[config.mk]
export PLATFORM = sky130hd
export DESIGN_NAME = sensor_packet_deframer_top
export DESIGN_NICKNAME = d
export VERILOG_FILES = /design/src/spd_pkg.sv /design/src/spd_front.sv /design/src/spd_queue.sv /design/src/spd_back.sv /design/src/sensor_packet_deframer_top.sv
export SDC_FILE = /design/constraint.sdc
export NUM_CORES = 1
export LEC_CHECK = 0
export ABC_AREA = 1
export BUFFER_PORTS_ARGS = -buffer_cell sky130_fd_sc_hd__buf_2
export CORE_MARGIN = 3
export CORE_UTILIZATION = 45
export CTS_BUF_LIST = sky130_fd_sc_hd__clkbuf_4 sky130_fd_sc_hd__clkbuf_8
export CTS_CLUSTER_SIZE = 10
export DETAILED_ROUTE_END_ITERATION = 7
export HOLD_SLACK_MARGIN = 0.12
export PLACE_DENSITY_LB_ADDON = 0.05
export SYNTH_ARGS = -nofsm -noshare
export SYNTH_HDL_FRONTEND = slang
export SYNTH_SLANG_ARGS = --single-unit
[constraint.sdc]
create_clock -name clk -period 8.85 [get_ports clk]
set_input_delay 0.4425 -clock clk [delete_from_list [all_inputs] [get_ports clk]]
set_output_delay 0.4425 -clock clk [all_outputs]
set_load 0.1 [all_outputs]
[src/spd_pkg.sv]
// Shared types and constants for the sensor packet deframer.
`timescale 1ns / 1ps

package spd_pkg;

  // Largest payload length that is accepted
  localparam int MAX_PAYLOAD = 256;

  localparam int LEN_W  = 16;
  localparam int ADDR_W = 32;
  localparam int SUM_W  = 16;
  localparam int CNT_W  = $clog2(MAX_PAYLOAD + 1);
  localparam logic [LEN_W-1:0] MAX_LEN = LEN_W'(MAX_PAYLOAD);

  // Header bytes
  localparam logic [7:0] HDR_BYTE0 = 8'hEF;
  localparam logic [7:0] HDR_BYTE1 = 8'h01;

  // Byte counter value on the last address byte
  localparam logic [CNT_W-1:0] ADDR_LAST = CNT_W'(3);

  // Queue between the parser and the output stage
  localparam int Q_DEPTH = 4;
  localparam int Q_AW    = $clog2(Q_DEPTH);
  localparam int Q_CW    = $clog2(Q_DEPTH + 1);

  // Output tdata width: fields rounded up to whole bytes
  localparam int M_FIELDS_W = 8 + 3 + ADDR_W + LEN_W;
  localparam int M_DATA_W   = ((M_FIELDS_W + 7) / 8) * 8;

  typedef enum logic [3:0] {
    PH_HDR0 = 4'd0,
    PH_HDR1 = 4'd1,
    PH_ADDR = 4'd2,
    PH_TYPE = 4'd3,
    PH_LENH = 4'd4,
    PH_LENL = 4'd5,
    PH_PAY  = 4'd6,
    PH_SUMH = 4'd7,
    PH_SUML = 4'd8,
    PH_SKIP = 4'd9
  } phase_t;

  typedef enum logic [2:0] {
    V_OK    = 3'd0,
    V_HDR   = 3'd1,
    V_TRUNC = 3'd2,
    V_SUM   = 3'd3,
    V_LEN   = 3'd4
  } verdict_t;

  // Work for one received byte: an optional payload item, then an optional verdict
  typedef struct packed {
    logic              has_pay;
    logic              has_vrd;
    logic [7:0]        data;
    verdict_t          verdict;
    logic [ADDR_W-1:0] address;
    logic [LEN_W-1:0]  length;
  } entry_t;

  // Queue status seen by the parser
  typedef struct packed {
    logic full;
    logic empty;
  } q_status_t;

endpackage

[src/spd_front.sv]
// Byte parser: tracks the frame layout and turns each byte into a queue entry.
`timescale 1ns / 1ps

module spd_front
  import spd_pkg::*;
(
  input  logic       clk,
  input  logic       rst,
  input  logic [7:0] rx_byte,
  input  logic       end_of_buffer,
  input  logic       accept,
  output logic       push,
  output entry_t     push_entry
);

  phase_t            phase, phase_next;
  logic [CNT_W-1:0]  byte_position, byte_position_next;
  logic [CNT_W-1:0]  pos_inc;
  logic [ADDR_W-1:0] address_reg, address_reg_next;
  logic [LEN_W-1:0]  length_reg, length_reg_next;
  logic [SUM_W-1:0]  running_sum, running_sum_next;
  logic [7:0]        received_sum_high, received_sum_high_next;
  logic              done, has_pay, skipping;
  verdict_t          vrd;

  assign pos_inc = byte_position + CNT_W'(1);

  // Next state and per-byte work
  always_comb begin
    phase_next             = phase;
    byte_position_next     = byte_position;
    address_reg_next       = address_reg;
    length_reg_next        = length_reg;
    running_sum_next       = running_sum;
    received_sum_high_next = received_sum_high;
    done                   = 1'b0;
    has_pay                = 1'b0;
    skipping               = 1'b0;
    vrd                    = V_OK;
    unique case (phase)
      PH_HDR0: begin
        address_reg_next   = '0;
        length_reg_next    = '0;
        running_sum_next   = '0;
        byte_position_next = '0;
        if (rx_byte != HDR_BYTE0) begin
          done = 1'b1;
          vrd  = V_HDR;
        end else begin
          phase_next = PH_HDR1;
        end
      end
      PH_HDR1: begin
        if (rx_byte != HDR_BYTE1) begin
          done = 1'b1;
          vrd  = V_HDR;
        end else begin
          phase_next         = PH_ADDR;
          byte_position_next = '0;
        end
      end
      PH_ADDR: begin
        address_reg_next   = {address_reg[ADDR_W-9:0], rx_byte};
        byte_position_next = pos_inc;
        if (byte_position == ADDR_LAST) phase_next = PH_TYPE;
      end
      PH_TYPE: begin
        running_sum_next = running_sum + SUM_W'(rx_byte);
        phase_next       = PH_LENH;
      end
      PH_LENH: begin
        length_reg_next  = {rx_byte, 8'h00};
        running_sum_next = running_sum + SUM_W'(rx_byte);
        phase_next       = PH_LENL;
      end
      PH_LENL: begin
        length_reg_next    = {length_reg[LEN_W-1:8], rx_byte};
        running_sum_next   = running_sum + SUM_W'(rx_byte);
        byte_position_next = '0;
        if (length_reg_next > MAX_LEN) begin
          done = 1'b1;
          vrd  = V_LEN;
        end else if (length_reg_next == '0) begin
          phase_next = PH_SUMH;
        end else begin
          phase_next = PH_PAY;
        end
      end
      PH_PAY: begin
        has_pay            = 1'b1;
        running_sum_next   = running_sum + SUM_W'(rx_byte);
        byte_position_next = pos_inc;
        if (LEN_W'(pos_inc) == length_reg) phase_next = PH_SUMH;
      end
      PH_SUMH: begin
        received_sum_high_next = rx_byte;
        phase_next             = PH_SUML;
      end
      PH_SUML: begin
        done = 1'b1;
        vrd  = ({received_sum_high, rx_byte} == running_sum) ? V_OK : V_SUM;
      end
      PH_SKIP: begin
        skipping = 1'b1;
        if (end_of_buffer) phase_next = PH_HDR0;
      end
      default: begin
        skipping   = 1'b1;
        phase_next = PH_HDR0;
      end
    endcase

    // End mark before the frame completed
    if (!done && !skipping && end_of_buffer) begin
      done = 1'b1;
      vrd  = V_TRUNC;
    end
    if (done) phase_next = end_of_buffer ? PH_HDR0 : PH_SKIP;
  end

  // Entry for the queue
  always_comb begin
    push_entry.has_pay = has_pay;
    push_entry.has_vrd = done;
    push_entry.data    = rx_byte;
    push_entry.verdict = vrd;
    push_entry.address = address_reg_next;
    push_entry.length  = length_reg_next;
  end

  assign push = accept && (has_pay || done);

  // Parser state
  always_ff @(posedge clk) begin
    if (rst) begin
      phase             <= PH_HDR0;
      byte_position     <= '0;
      address_reg       <= '0;
      length_reg        <= '0;
      running_sum       <= '0;
      received_sum_high <= '0;
    end else if (accept) begin
      phase             <= phase_next;
      byte_position     <= byte_position_next;
      address_reg       <= address_reg_next;
      length_reg        <= length_reg_next;
      running_sum       <= running_sum_next;
      received_sum_high <= received_sum_high_next;
    end
  end

endmodule

[src/spd_queue.sv]
// Short queue of parsed entries between the parser and the output stage.
`timescale 1ns / 1ps

module spd_queue
  import spd_pkg::*;
(
  input  logic      clk,
  input  logic      rst,
  input  logic      push,
  input  entry_t    push_entry,
  input  logic      pop,
  output entry_t    head,
  output q_status_t status
);

  entry_t          slots [Q_DEPTH];
  logic [Q_AW-1:0] wr_ptr, rd_ptr;
  logic [Q_CW-1:0] count;

  assign status.full  = (count == Q_CW'(Q_DEPTH));
  assign status.empty = (count == '0);
  assign head         = slots[rd_ptr];

  // Pointers and fill level
  always_ff @(posedge clk) begin
    if (rst) begin
      wr_ptr <= '0;
      rd_ptr <= '0;
      count  <= '0;
    end else begin
      if (push) wr_ptr <= (wr_ptr == Q_AW'(Q_DEPTH - 1)) ? '0 : wr_ptr + Q_AW'(1);
      if (pop)  rd_ptr <= (rd_ptr == Q_AW'(Q_DEPTH - 1)) ? '0 : rd_ptr + Q_AW'(1);
      if (push && !pop)      count <= count + Q_CW'(1);
      else if (pop && !push) count <= count - Q_CW'(1);
    end
  end

  // Entry storage
  always_ff @(posedge clk) begin
    if (push) slots[wr_ptr] <= push_entry;
  end

  a_no_overflow: assert property (@(posedge clk) disable iff (rst)
    status.full |-> !push)
    else $error("queue written while full");

  a_no_underflow: assert property (@(posedge clk) disable iff (rst)
    status.empty |-> !pop)
    else $error("queue read while empty");

  a_count_bound: assert property (@(posedge clk) disable iff (rst)
    count <= Q_CW'(Q_DEPTH))
    else $error("queue fill level out of range");

  a_count_step: assert property (@(posedge clk) disable iff (rst)
    (push && !pop) |=> count == $past(count) + Q_CW'(1))
    else $error("queue fill level did not follow a push");

endmodule

[src/spd_back.sv]
// Output stage: expands queue entries into result items behind an output register.
`timescale 1ns / 1ps

module spd_back
  import spd_pkg::*;
(
  input  logic                clk,
  input  logic                rst,
  input  entry_t              head,
  input  q_status_t           status,
  output logic                pop,
  output logic                m_tvalid,
  input  logic                m_tready,
  output logic [M_DATA_W-1:0] m_tdata,  // data_byte, verdict, frame_address, payload_length
  output logic                m_tuser,  // kind
  output logic                m_tlast   // last
);

  logic              out_valid;
  logic              out_kind;
  logic [7:0]        out_data;
  verdict_t          out_verdict;
  logic [ADDR_W-1:0] out_address;
  logic [LEN_W-1:0]  out_length;
  logic              out_last;

  logic              pay_done, pay_done_next;
  logic              load, head_valid;
  logic              nxt_kind, nxt_last;
  logic [7:0]        nxt_data;
  verdict_t          nxt_verdict;

  assign head_valid = !status.empty;
  assign load       = !out_valid || m_tready;

  // Pick the next item: payload first, then the verdict of the same entry
  always_comb begin
    pop           = 1'b0;
    pay_done_next = pay_done;
    nxt_kind      = 1'b1;
    nxt_data      = '0;
    nxt_verdict   = head.verdict;
    nxt_last      = 1'b1;
    if (head.has_pay && !pay_done) begin
      nxt_kind    = 1'b0;
      nxt_data    = head.data;
      nxt_verdict = V_OK;
      nxt_last    = 1'b0;
    end
    if (load && head_valid) begin
      if (head.has_pay && !pay_done && head.has_vrd) begin
        pay_done_next = 1'b1;
      end else begin
        pop           = 1'b1;
        pay_done_next = 1'b0;
      end
    end
  end

  // Control
  always_ff @(posedge clk) begin
    if (rst) begin
      out_valid <= 1'b0;
      pay_done  <= 1'b0;
    end else begin
      pay_done <= pay_done_next;
      if (load) out_valid <= head_valid;
    end
  end

  // Output item register
  always_ff @(posedge clk) begin
    if (load && head_valid) begin
      out_kind    <= nxt_kind;
      out_data    <= nxt_data;
      out_verdict <= nxt_verdict;
      out_address <= head.address;
      out_length  <= head.length;
      out_last    <= nxt_last;
    end
  end

  assign m_tvalid = out_valid;
  assign m_tuser  = out_kind;
  assign m_tlast  = out_last;
  assign m_tdata  = M_DATA_W'({out_length, out_address, out_verdict, out_data});

endmodule

[src/sensor_packet_deframer_top.sv]
// Top level of the sensor packet deframer.
//
// Input stream (s_*): one received byte per item, s_tlast marks the last byte
// of the receive buffer. Frames are EF 01, 4 address bytes, type, 2 length
// bytes (big-endian), payload, 2 checksum bytes (big-endian).
// Output stream (m_*): m_tuser = 0 carries one payload byte, m_tuser = 1 carries
// the frame verdict (ok, bad header, truncated, checksum mismatch, length too
// large) with m_tlast set. Address and length fields come along in every item.
// A result passes through the queue, then the output register, to m_tvalid.
// Throughput: one byte per cycle unless the queue is full; a payload byte that
// also ends the buffer early makes two items from one queue entry. The output
// register limits the back side, the 4-entry queue absorbs short bursts.
// Bytes after a verdict make no items until the end mark.
// Reset (rst, synchronous) empties the queue and the output register and sets
// the parser to wait for the first header byte.
// When the receiver stalls, the queue fills and s_tready drops once it is
// full; no item is lost.
`timescale 1ns / 1ps

module sensor_packet_deframer_top
  import spd_pkg::*;
(
  input  logic                clk,
  input  logic                rst,
  input  logic                s_tvalid,
  output logic                s_tready,
  input  logic [7:0]          s_tdata,   // rx_byte
  input  logic                s_tlast,   // end_of_buffer
  output logic                m_tvalid,
  input  logic                m_tready,
  output logic [M_DATA_W-1:0] m_tdata,   // data_byte, verdict, frame_address, payload_length
  output logic                m_tuser,   // kind
  output logic                m_tlast    // last
);

  logic      accept, push, pop;
  entry_t    push_entry, head;
  q_status_t status;

  assign s_tready = !status.full;
  assign accept   = s_tvalid && s_tready;

  spd_front u_front (
    .clk          (clk),
    .rst          (rst),
    .rx_byte      (s_tdata),
    .end_of_buffer(s_tlast),
    .accept       (accept),
    .push         (push),
    .push_entry   (push_entry)
  );

  spd_queue u_queue (
    .clk       (clk),
    .rst       (rst),
    .push      (push),
    .push_entry(push_entry),
    .pop       (pop),
    .head      (head),
    .status    (status)
  );

  spd_back u_back (
    .clk     (clk),
    .rst     (rst),
    .head    (head),
    .status  (status),
    .pop     (pop),
    .m_tvalid(m_tvalid),
    .m_tready(m_tready),
    .m_tdata (m_tdata),
    .m_tuser (m_tuser),
    .m_tlast (m_tlast)
  );

endmodule

==> results of run 1 <==
layer usage:
layer / part of all wire / up-vias / global-route usage
met3: 0.044 / 78 / 0.0388
met5: 0 / - / 0
met2: 0.46 / 247 / 0.310
li1: - / 5343 / -
met4: 0.029 / 0 / 0.0694
met1: 0.46 / 5263 / 0.274
worst reg2reg max path: stages, from the launching register on:
cell and delay [ns]:
dfxtp_4 0.72, clkinv_2 0.74, buf_4 0.59, o21ai_0 0.27
a21oi_1 0.05, o21ai_0 0.30, nand2_1 0.16, ha_1 0.21
inv_1 0.09, fa_1 0.41, o21ai_0 0.15, a21oi_1 0.06
cell type report:
cell class | instances | area (sq um) | share of cell area
Timing Repair Buffer | 87 | 465 | 0.0253
Inverter | 149 | 563 | 0.0306
Clock inverter | 20 | 114 | 0.00618
Clock buffer | 97 | 1180 | 0.0644
Antenna cell | 1 | 2.50 | 0.000136
Sequential cell | 400 | 11100 | 0.600
Tap cell | 461 | 577 | 0.0313
Multi-Input combinational cell | 843 | 4450 | 0.242
power groups by stage:
stage,clock network (mW),logic [mW],registers [mW]
after floorplan,0,0.907,3.77
after global placement,0,2.51,2.70
after detailed placement,0,2.52,2.71
after CTS,1.64,2.52,2.67
after global routing,1.72,2.66,2.70
final,1.59,2.49,2.67
logic make-up after synthesis:
family / after synthesis / synth area share
adders and majority gates: 17 / 0.0140
buffers and inverters: 221 / 0.0528
DFF: 400 / 0.678
xor gates and xnor gates: 6 / 0.00492
and+or+nand+nor: 432 / 0.114
other: 1 / 0.000230
AOI/OAI and AO/OA: 383 / 0.135
cell usage after synthesis, types with 6 or more instances:
library cell,instances,share of area
edfxtp_1,304,0.56
nor2_1,225,0.052
o21ai_0,160,0.049
inv_1,137,0.032
nand2_1,123,0.028
o22ai_1,101,0.039
dfxtp_1,96,0.12
a21oi_1,64,0.020
clkbuf_1,56,0.013
a211oi_1,40,0.018
nand3_1,34,0.010
ha_1,15,0.012
inv_2,10,0.0023
nor2_2,8,0.0031
nand4_1,7,0.0027
nor4_1,7,0.0027
buf_4,6,0.0028
nand2_2,6,0.0023
or2_2,6,0.0023
worst max path at each step:
stage	start	end	slack, ns	cells past startpoint
final	register	u_queue.count[1]	4.99	11
after global routing	register	u_queue.count[2]	4.57	13
after CTS	register	u_queue.count[1]	4.94	11
after detailed placement	register	u_queue.count[1]	4.94	11
after global placement	register	u_queue.count[1]	4.99	11
after floorplan	u_back.m_tvalid	u_queue.count[1]	3.38	9
per-stage QoR:
stage | std cells | utilization | total power, mW
after global routing | 2057 | 0.516 | 7.08
after floorplan | 1464 | - | 4.68
after global placement | 1940 | 0.480 | 5.21
after CTS | 2057 | 0.516 | 6.83
after detailed placement | 1940 | 0.480 | 5.22
final | 2058 | 0.516 | 6.74
==> reports/results.tsv, run 1 <==
stage	metric	value	unit
setup_path	WP buf/inv	3	
clock_tree	CTS clk-pin slew, worst paths	0.06	ns
timing	Slew Limit Fails	0	
clock_tree	Longest Clk Path Bufs	3	
setup_path	r2r setup slk	4.99	ns
route	Via Count	10931	
min_path	hold_sp	s_tdata[0]	
synthesis	Post-synth ARST share	0	
timing	min Tclk post-route	3.86	ns
timing	Final Hold Viols	0	
synthesis	Seq cells post-synth	400	
setup_path	worst r2r dst	u_queue.count[1]	
layout	Area growth, synth to finish	13.0	%
synthesis	cell count after synthesis	1460	
place	port bufs	75	
route	Residual DRC	0	
global_routing	first-pass GRT wire length	59.2	mm
die	die area	38500	sq um
die	Boundary Pins	81	
clock_tree	Clock Tree Root	clkbuf_8	
clock_tree	Inserted Clock Buffers	67	
power_and_ir_drop	power share of the sequential group	0.396	
die	DIE HEIGHT	196	um
run_status	status	complete, no violations	
place	placed cell area	17100	sq um
die	chip width	196	um
layout	nets@finish	1578	
layout	max FFs per register	244	
synthesis	Post-synth EDFFs	304	
setup_path	crit end category	register	
global_routing	vias in the first global route	10516	
layout	most frequent cells in the layout	edfxtp_1, nor2_1, o21ai_0	
synthesis	Synth cell types	49	
min_path	worst hold-check path type	in2reg	
power_and_ir_drop	Comb power frac	0.369	
power_and_ir_drop	Power Density	366	nW/um^2
global_routing	antenna violations before repair	1	
power_and_ir_drop	Internal	3.84	mW
min_path	Min-Delay Endpoint	u_queue.slots[2][51]	
timing	RSZ-0062 raised after global routing	no	
timing	worst rel slew slack	0.293	
run	MaxCap Viol Count	0	
layout	layout cell share with drive strength beyond 1	0.157	
power_and_ir_drop	Lkg Pwr	6.74	nW
clock_tree	CTS Sinks	400	
route	Final ANT Viol Nets	0	
timing	crit share post-route	0.436	
place	DP Wirelength	22.1	mm
setup_path	Startpoint Class	register	
power_and_ir_drop	Clock power frac	0.235	
timing	hold slack	0.190	ns
clock_tree	hold buffer count at cts	0	
setup_path	CP top delay family	buffers and inverters	
place	GPL Wtd Cong	0.823	
synthesis	Cell Area, Synth	16300	sq um
power_and_ir_drop	Psw	2.90	mW
synthesis	Avg Inst Size Synth	11.2	sq um
layout	Fillers	3172	
timing	setup TNS	0	ns
clock_tree	post-CTS setup buffers	0	
synthesis	synth warn	0	
power_and_ir_drop	worst IR drop on VDD	0.000218	V
clock_tree	clk_lat worst skew	0.59	ns
place	pre-CTS WS	4.94	ns
synthesis	Top FF cell, synth	edfxtp_1	
timing	Layout Skew	0.0261	ns
timing	final setup margin	4.99	ns
global_routing	largest net degree at the start of global routing	99	
clock_tree	CTS tree	yes	
setup_path	reg2reg path depth	11	
route	Starting DRT DRC Count	837	
die	row cnt	69	
min_path	hold path depth	1	
clock_tree	post_cts resized	0	
clock_tree	# H-tree levels	3	
synthesis	sequential area share after synthesis	0.678	
layout	design area	18400	sq um
timing	fmax	259	MHz
route	routed vias/inst	5.31	
die	Initial Utilization	0.457	
setup_path	cell mode on critical path	o21ai_0	
setup_path	Largest stage delay, worst path	0.73	ns
route	first-pass iteration count of the detailed router	5	
setup_path	CP Data Arrival Time	4.32	ns
setup_path	Required @ worst endpoint	9.31	ns
timing	Final setup viols	0	
setup_path	critical path's slowest cell	clkinv_2	
die	core area	35700	sq um
layout	leading cell type in the layout, fill and taps excluded	edfxtp_1	
setup_path	kind of critical path	reg2reg	
setup_path	worst-path maximum fanout	71	
setup_path	crit-path cells	clkinv_2 > buf_4 > o21ai_0 > a21oi_1 > o21ai_0 > nand2_1 > ha_1 > inv_1 > fa_1 > o21ai_0 > a21oi_1	
route	Routed wire per std cell	18.4	um
route	Post-Route WL	38.0	mm
power_and_ir_drop	Net Sw Frac	0.430	
global_routing	GR Util All Layers	0.197	
timing	actual slew at the worst max-slew pin	1.06	ns
global_routing	Congestion Overflow GR	0	
(Power assumes the default switching activity.)
==> run 2, diff against run 1 <==
--- a/config.mk
+++ b/config.mk
@@ -5,7 +5,7 @@
 export SDC_FILE = /design/constraint.sdc
 export NUM_CORES = 1
 export LEC_CHECK = 0
-export ABC_AREA = 1
+export ABC_AREA = 0
 export BUFFER_PORTS_ARGS = -buffer_cell sky130_fd_sc_hd__buf_2
 export CORE_MARGIN = 3
 export CORE_UTILIZATION = 45
==> constraint.sdc (replaced) <==
create_clock -name clk -period 3.7 [get_ports clk]
set_input_delay 0.185 -clock clk [delete_from_list [all_inputs] [get_ports clk]]
set_output_delay 0.185 -clock clk [all_outputs]
set_load 0.1 [all_outputs]
==> run 2 against run 1 <==
Compared with the run above:
- clock skew fell by 0.0085 ns
- sequential power rose by 120%
- synthesized cell count fell by 28%
- highest routed layer unchanged
==> reports/results.tsv, run 2 <==
stage	metric	value	unit	change
layout	diode count	0		was 1
setup_path	r2r setup slk	0.40	ns	was 4.99 ns
synthesis	Cell Area, Synth	15900	sq um	was 16300 sq um
power_and_ir_drop	Comb power frac	0.321		was 0.369
clock_tree	CTS tree	yes		unchanged
global_routing	Congestion Overflow GR	0		unchanged
clock_tree	post_cts resized	0		unchanged
timing	Slew Limit Fails	0		unchanged
place	DP Wirelength	20.0	mm	was 22.1 mm
layout	max FFs per register	244		unchanged
setup_path	worst r2r dst	u_queue.count[2]		was u_queue.count[1]
layout	design area	18300	sq um	was 18400 sq um
synthesis	sequential area share after synthesis	0.696		was 0.678
power_and_ir_drop	Psw	5.75	mW	was 2.90 mW
route	Residual DRC	0		unchanged
power_and_ir_drop	worst IR drop on VDD	0.000771	V	was 0.000218 V
setup_path	critical path's slowest cell	dfxtp_1		was clkinv_2
timing	crit share post-route	0.891		was 0.436
synthesis	cell count after synthesis	1047		was 1460
global_routing	first-pass GRT wire length	54.3	mm	was 59.2 mm
clock_tree	Clock Tree Root	clkbuf_8		unchanged
route	routed vias/inst	5.41		was 5.31
route	Via Count	9062		was 10931
synthesis	Compound-Gate Fraction of Synth Area	0.0716		was 0.135
timing	setup TNS	0	ns	unchanged
clock_tree	CTS clk-pin slew, worst paths	0.06	ns	about the same
layout	leading cell type in the layout, fill and taps excluded	edfxtp_1		unchanged
timing	min Tclk post-route	3.30	ns	was 3.86 ns
setup_path	Startpoint Class	register		unchanged
setup_path	crit end category	register		unchanged
power_and_ir_drop	Clock power frac	0.277		was 0.235
route	first-pass iteration count of the detailed router	5		unchanged
clock_tree	# H-tree levels	3		unchanged
run	MaxCap Viol Count	0		unchanged
setup_path	worst-path maximum fanout	15		was 71
timing	actual slew at the worst max-slew pin	1.05	ns	was 1.06 ns
clock_tree	CTS Sinks	400		unchanged
timing	RSZ-0062 raised after global routing	no		unchanged
min_path	worst hold-check path type	in2reg		unchanged
setup_path	worst r2r src	u_front.phase[0]		
die	die area	37600	sq um	was 38500 sq um
route	Starting DRT DRC Count	585		was 837
synthesis	Synth top cells by count	edfxtp_1, nand2_1, dfxtp_1		was edfxtp_1, nor2_1, o21ai_0
synthesis	largest family of logic cells by synthesized area	multiplexers		was compound AO/OA/AOI/OAI gates
synthesis	Synth cell types	61		was 49
route	Routed wire per std cell	20.5	um	was 18.4 um
synthesis	Synth Area in Adders	0.0143		was 0.0140
synthesis	Avg Inst Size Synth	15.2	sq um	was 11.2 sq um
clock_tree	clk_lat worst skew	0.59	ns	about the same
setup_path	reg2reg path depth	12		was 11
global_routing	GR Util All Layers	0.184		was 0.197
power_and_ir_drop	Net Sw Frac	0.393		was 0.430
run_status	status	complete, no violations		unchanged
timing	worst rel slew slack	0.300		was 0.293
synthesis	Synth Area in Simple Gates	0.0813		was 0.114
synthesis	Post-synth ARST share	0		unchanged
power_and_ir_drop	Internal	8.89	mW	was 3.84 mW
clock_tree	Inserted Clock Buffers	69		was 67
synthesis	Top FF cell, synth	edfxtp_1		unchanged
power_and_ir_drop	Power Density	799	nW/um^2	was 366 nW/um^2
synthesis	Synth area leader	edfxtp_1		unchanged
layout	Area growth, synth to finish	15.4	%	was 13.0%
global_routing	antenna violations before repair	0		was 1
synthesis	synth warn	0		unchanged
timing	fmax	303	MHz	was 259 MHz
setup_path	Largest stage delay, worst path	0.59	ns	was 0.73 ns
synthesis	top-area cell type share of the netlist area	0.575		was 0.560
die	DIE HEIGHT	194	um	was 196 um
die	Initial Utilization	0.459		was 0.457
synthesis	mux contribution to synthesized area	0.0960		was 0
die	core area	34600	sq um	was 35700 sq um
clock_tree	Longest Clk Path Bufs	3		unchanged
power_and_ir_drop	power share of the sequential group	0.401		was 0.396
die	row cnt	68		was 69
global_routing	vias in the first global route	9420		was 10516
layout	layout cell share with drive strength beyond 1	0.235		was 0.157
power_and_ir_drop	Lkg Pwr	6.34	nW	was 6.74 nW
place	GPL Wtd Cong	0.776		was 0.823
setup_path	Critical Path Sink	u_queue.count[2]		was u_queue.count[1]
setup_path	CP Launch Point	u_front.phase[0]		
setup_path	Required @ worst endpoint	4.22	ns	was 9.31 ns
route	Final ANT Viol Nets	0		unchanged
layout	nets@finish	1194		was 1578
die	Boundary Pins	81		unchanged
timing	hold slack	0.274	ns	was 0.190 ns
setup_path	CP Data Arrival Time	3.82	ns	was 4.32 ns
timing	Final Hold Viols	0		unchanged
place	port bufs	75		unchanged
setup_path	kind of critical path	reg2reg		unchanged
timing	Layout Skew	0.0176	ns	was 0.0261 ns
synthesis	Seq cells post-synth	400		unchanged
place	placed cell area	16800	sq um	was 17100 sq um
synthesis	top-count cell post-synth	edfxtp_1		unchanged
timing	Final setup viols	0		unchanged
layout	utilization after layout	0.529		was 0.516
global_routing	largest net degree at the start of global routing	62		was 99
layout	most frequent cells in the layout	edfxtp_1, nand2_1, dfxtp_1		was edfxtp_1, nor2_1, o21ai_0
setup_path	crit-path cells	nor4bb_1 > buf_4 > nand2_1 > o2bb2ai_2 > nor3_2 > a21oi_2 > ha_1 > inv_1 > fa_1 > xor2_1 > or3_1 > a21oi_1		was clkinv_2 > buf_4 > o21ai_0 > a21oi_1 > o21ai_0 > nand2_1 > ha_1 > inv_1 > fa_1 > o21ai_0 > a21oi_1
synthesis	Synth area leaders	edfxtp_1, dfxtp_1, mux4_2, nand2_1, a22o_1		was edfxtp_1, dfxtp_1, nor2_1, o21ai_0, o22ai_1
route	Post-Route WL	34.4	mm	was 38.0 mm
synthesis	Post-synth EDFFs	304		unchanged
synthesis	xor/xnor cell area share of the yosys netlist	0.0199		was 0.00492
die	chip width	194	um	was 196 um
## run 2: stage by stage
stage | total power [mW] | std cells | worst slack, ns
finish | 14.6 | 1674 | 0.403
global route | 15.3 | 1674 | 0.163
CTS | 14.9 | 1674 | 0.412
detailed placement | 10.7 | 1537 | 0.426
global placement | 10.7 | 1537 | 0.518
floorplan | 9.85 | 1051 | 0.0443
## run 2: logic make-up after synthesis
logic type / count (synthesis)
compound gates: 173
xor+xnor: 36
fa+ha+maj: 17
buf+inv: 81
flops: 400
mux: 76
other cells: 1
simple gates: 263
## run 2: area by class of cell
class | count | area [sq um]
Tap cell | 455 | 569
Clock buffer | 98 | 1210
Multi-Input combinational cell | 570 | 4540
Inverter | 18 | 67.6
Clock inverter | 28 | 208
Fill cell | 2885 | 16300
Sequential cell | 400 | 11100
Timing Repair Buffer | 105 | 678
## run 2: what timing repair did
item	in CTS	in global routing
setup buffers	0	0
endpoints found under the hold margin	50	0
hold buffers	11	0
## run 2: worst min-delay path by stage
stage                                               to  slack [ns]                    start  depth (start not counted)
after global placement         u_front.address_reg[29]        0.44  u_front.address_reg[29]                          2
after CTS                 u_front.received_sum_high[6]        0.23                      rst                          2
after detailed placement       u_front.address_reg[29]        0.45  u_front.address_reg[29]                          2
after global routing      u_front.received_sum_high[0]        0.26                      rst                          2
final                     u_front.received_sum_high[6]        0.27                      rst                          2
after floorplan                   u_queue.slots[0][51]        0.28               s_tdata[0]                          0
## run 2: per-layer routing
metal,global-route usage,up-vias,share of wire
li1,-,4240,-
met1,0.245,4535,0.44
met2,0.305,215,0.49
met3,0.0408,72,0.044
met4,0.0577,0,0.022
met5,0,-,0
## run 2: power by group through the flow
stage | Sequential (mW) | Combinational [mW] | Clock (mW)
floorplan | 8.49 | 1.36 | 0
CTS | 5.90 | 4.78 | 4.20
global placement | 5.97 | 4.76 | 0
global route | 5.95 | 4.91 | 4.43
finish | 5.88 | 4.70 | 4.06
detailed placement | 5.98 | 4.76 | 0
## run 2: worst max-delay path, delay by kind of cell (launching register included)
kind                     cells  cell delay, ns
AND/OR/NAND/NOR              4            0.79
AO/OA/AOI/OAI                3            0.79
adder cells (fa/ha/maj)      2            0.62
flip-flops                   1            0.59
buffers and inverters        2            0.29
XOR/XNOR                     1            0.16
